## config.mk

```make
export PLATFORM = sky130hd
export DESIGN_NAME = ssps_ram
export DESIGN_NICKNAME = d
export VERILOG_FILES = /design/src/design/ssps_ram.sv
export SDC_FILE = /design/constraint.sdc
export NUM_CORES = 1
export LEC_CHECK = 0
export BUFFER_PORTS_ARGS = -buffer_cell sky130_fd_sc_hd__buf_4
export CAP_MARGIN = 20
export CORE_AREA = 3 3 192 194
export DETAILED_ROUTE_END_ITERATION = 6
export DIE_AREA = 0 0 195 197
export PLACE_DENSITY_LB_ADDON = 0.08
export SLEW_MARGIN = 30
export SYNTH_ARGS = -nofsm -noshare
export SYNTH_HDL_FRONTEND = slang
export SYNTH_SLANG_ARGS = --single-unit
export TNS_END_PERCENT = 5
```

## constraint.sdc

```tcl
create_clock -name aclk -period 3 [get_ports aclk]
set_input_delay 0.6 -clock aclk [delete_from_list [all_inputs] [get_ports aclk]]
set_output_delay 0.6 -clock aclk [all_outputs]
set_load 0.03 [all_outputs]
```

## src/design/ssps_ram.sv

```systemverilog
// ----------------------------------------------------------------------------
// ssps_ram
// generic single-port ram with registered read
// ----------------------------------------------------------------------------
module ssps_ram #(
    parameter int WIDTH = 8,
    parameter int DEPTH = 64
) (
    input  logic                     aclk,
    input  logic                     we,
    input  logic [$clog2(DEPTH)-1:0] addr,
    input  logic [WIDTH-1:0]         wdata,
    output logic [WIDTH-1:0]         rdata
);
    logic [WIDTH-1:0] mem [DEPTH];

    always_ff @(posedge aclk) begin
        if (we) begin
            mem[addr] <= wdata;
        end
        rdata <= mem[addr];
    end
endmodule

```

==> qor.yml <==
status: "complete, no violations"
antenna_cells: 0
endpoint_kind: "flop"
final_hold_viol_count: 0
required_ns: 3.46
post-cts-setup-buffers: 0
dieArea_um2: 38420
drtIter0Drc: 1363
tightestPinTransition_ns: 0.8663
vias: 11780
grtUsageTotal_pct: 27.49
antenna_found_initial: 1
drv_cap: 0
switching_share_pct: 21.10
cellPowerDensity_nw_per_um2: 656.2
netlist_instances: 1171
htreeDepth: 2
numClockSinks: 520
synth-seq-cells: 520
synth_edf_count: 512
rrSetupSlack_ns: 0.76
regArea_um2: 15530
die_x_um: 195
path_max_fanout: 33
start_util_pct: 57.77
whs_ns: 0.5905
dr.pass1.iters: 5
drc_errors: 0
async_reset_ff_share_pct: 0
slew_viol_final: 0
cts_resized: 0
nets: 1343
numCtsBuffers: 52
clockBufferDepth: 3
ioPinCount: 24
yosysSeqAreaShare_pct: 75.97
synthToLayoutAreaGrowth_pct: 16.87
gp_congestion: 0.8743
synth_warnings: 0
slew_headroom_pct: 41.51
hold_buffers: 0
die_h_um: 197
fin_util_pct: 67.52
worstPathArrival_ns: 2.97
tritoncts: "done"
synth_ff_type: "edfxtp_1"
yosysUniqueCellTypes: 56
syn_area_per_cell_um2: 17.46
fmax_mhz: 397.7
rows: 69
core_um2: 35400
grt-ovfl-total: 0
leakagePower_uw: 0.008028
wl_per_cell_um: 28.55
p_switching_uw: 3309
wl_um: 52280
multi_input_area_um2: 4517
synth_nets: 1187
avgViaCountPerCell: 6.433
drtAntennaViolNets: 0
drive_above_1_share_pct: 23.36
grt_pass1_vias: 11610
worstHoldPathType: "in -> reg"
p_clk_share_pct: 42.6
fin_skew_ns: 0.01289
clk_pin_slew_ns: 0.06
clk-insertion-delay-late_ns: 0.58
layout_min_cycle_time_ns: 2.514
vdd_drop_max_uv: 505.4
clockRootBuffer: "clkbuf_16"
netlist_area_um2: 20450
critPathKind: "in -> reg"
io_buffers: 23
rsz0062_at_grt: "no"
critPathLaunchType: "input pin"
finalCritPeriodShare_pct: 83.81
dpl.hpwl_um: 33050
fillers: 2383
setup_viol: 0
fin_cells: 1831
grt_pass1_wl_um: 77340
combPwrFrac_pct: 5.9
p_int_uw: 12370
grt_max_degree: 65
dpl.cell_count: 1734
sequentialPowerShare_pct: 51.5
## registers in the layout, indices dropped and copies added, names as in the netlist
signal  flops
mem       512
rdata       8
## critical path, cell delays in order
cell	delay [ns]
buf_4	0.41
buf_12	0.26
nor2_2	0.08
buf_4	0.16
and3_1	0.18
o31ai_1	0.50
buf_4	0.22
o221ai_1	0.10
or4_1	0.42
## cell usage after synthesis, drive strengths merged (4+ instances only)
cell type	number	area, um^2
a221oi	21	183.9
mux2i	63	630.6
and3	9	56.30
mux4	41	923.4
edfxtp	512	15370
nor2b	8	50.05
mux2	12	135.1
a221o	11	110.1
a22oi	40	300.3
o22ai	22	137.6
a21o	4	30.03
a22o	10	87.58
a211oi	6	45.04
a21oi	28	140.1
nand3	8	40.04
clkbuf	36	135.1
nand2b	24	150.1
o31ai	5	37.54
nand3b	12	90.09
o22a	11	96.34
o221ai	9	78.83
and2	10	65.06
or3b	5	43.79
a32oi	7	61.31
nand2	45	168.9
o21ai	11	55.05
o2bb2ai	7	61.31
buf	45	259.0
a31oi	15	93.84
dfxtp	8	160.2
nor2	82	307.8
and4	6	52.55
## cell families after synthesis
| kind of cell | Yosys count | share of synthesized area [%] |
|---|---|---|
| buffers and inverters | 84 | 1.982 |
| muxes | 116 | 8.260 |
| AOI/OAI and AO/OA | 222 | 8.076 |
| and+or+nand+nor | 229 | 5.715 |
| DFF | 520 | 75.97 |
## layer usage
layer	share of wire, %	wire length [um]	track usage (%)
met2	47	24730	43.13
met4	2.9	1542	9.057
met5	0.015	8	0
met3	8.8	4587	4.821
met1	41	21410	40.09
## placed cells by master (no fill, tap or decap), types with 10 or more instances in the layout
| cell type | Yosys | final |
|---|---|---|
| clkinv_1 | 0 | 14 |
| clkbuf_16 | 0 | 53 |
| mux4_2 | 41 | 41 |
| nand2_1 | 45 | 45 |
| clkinv_2 | 0 | 10 |
| nand2b_1 | 24 | 24 |
| a221oi_1 | 21 | 21 |
| a21oi_1 | 28 | 28 |
| a31oi_1 | 15 | 15 |
| nor2_1 | 82 | 80 |
| a22oi_1 | 40 | 40 |
| nand3b_1 | 12 | 12 |
| mux2i_1 | 63 | 63 |
| a221o_1 | 11 | 11 |
| buf_4 | 4 | 173 |
| o22a_1 | 11 | 11 |
| a22o_1 | 10 | 10 |
| o22ai_1 | 22 | 22 |
| edfxtp_1 | 512 | 512 |
## stage by stage
stage	setup slack (ns)	setup TNS [ns]	instance area, um^2	total power, uW
2_1_floorplan	0.3012	0	20450	8682
6_report	0.4857	0	23900	15680
4_1_cts	0.5300	0	23900	15740
3_3_place_gp	-0.03899	-0.03899	22130	9132
3_5_place_dp	-0.08023	-0.08578	22130	9145
5_1_grt	0.4258	0	23900	16110
## power groups by stage
stage	registers (uW)	clock network (uW)	logic, uW
global placement	8220	0	911
floorplan	8250	0	436
CTS	8070	6750	924
global route	8070	7070	980
detailed placement	8220	0	921
finish	8070	6680	930
## final timing paths
path,from,to,depth (start not counted)
setup / recovery,addr[1],rdata[6]$_DFF_P_,9
hold / removal,wdata[4],mem[22][4]$_DFFE_PP_,1
setup reg to reg,mem[0][1]$_DFFE_PP_,rdata[1]$_DFF_P_,5
hold reg to reg,mem[34][7]$_DFFE_PP_,rdata[7]$_DFF_P_,3
## cell type report
cell class | count | share of cell area [%]
clock inverters | 40 | 1.796
flip-flops and latches | 520 | 65.00
inverters | 3 | 0.04712
multi-input cells | 567 | 18.90
well taps | 461 | 2.413
repair buffers | 183 | 6.235
clock buffers | 57 | 5.612
No activity file was read; power rests on OpenSTA's default activity.
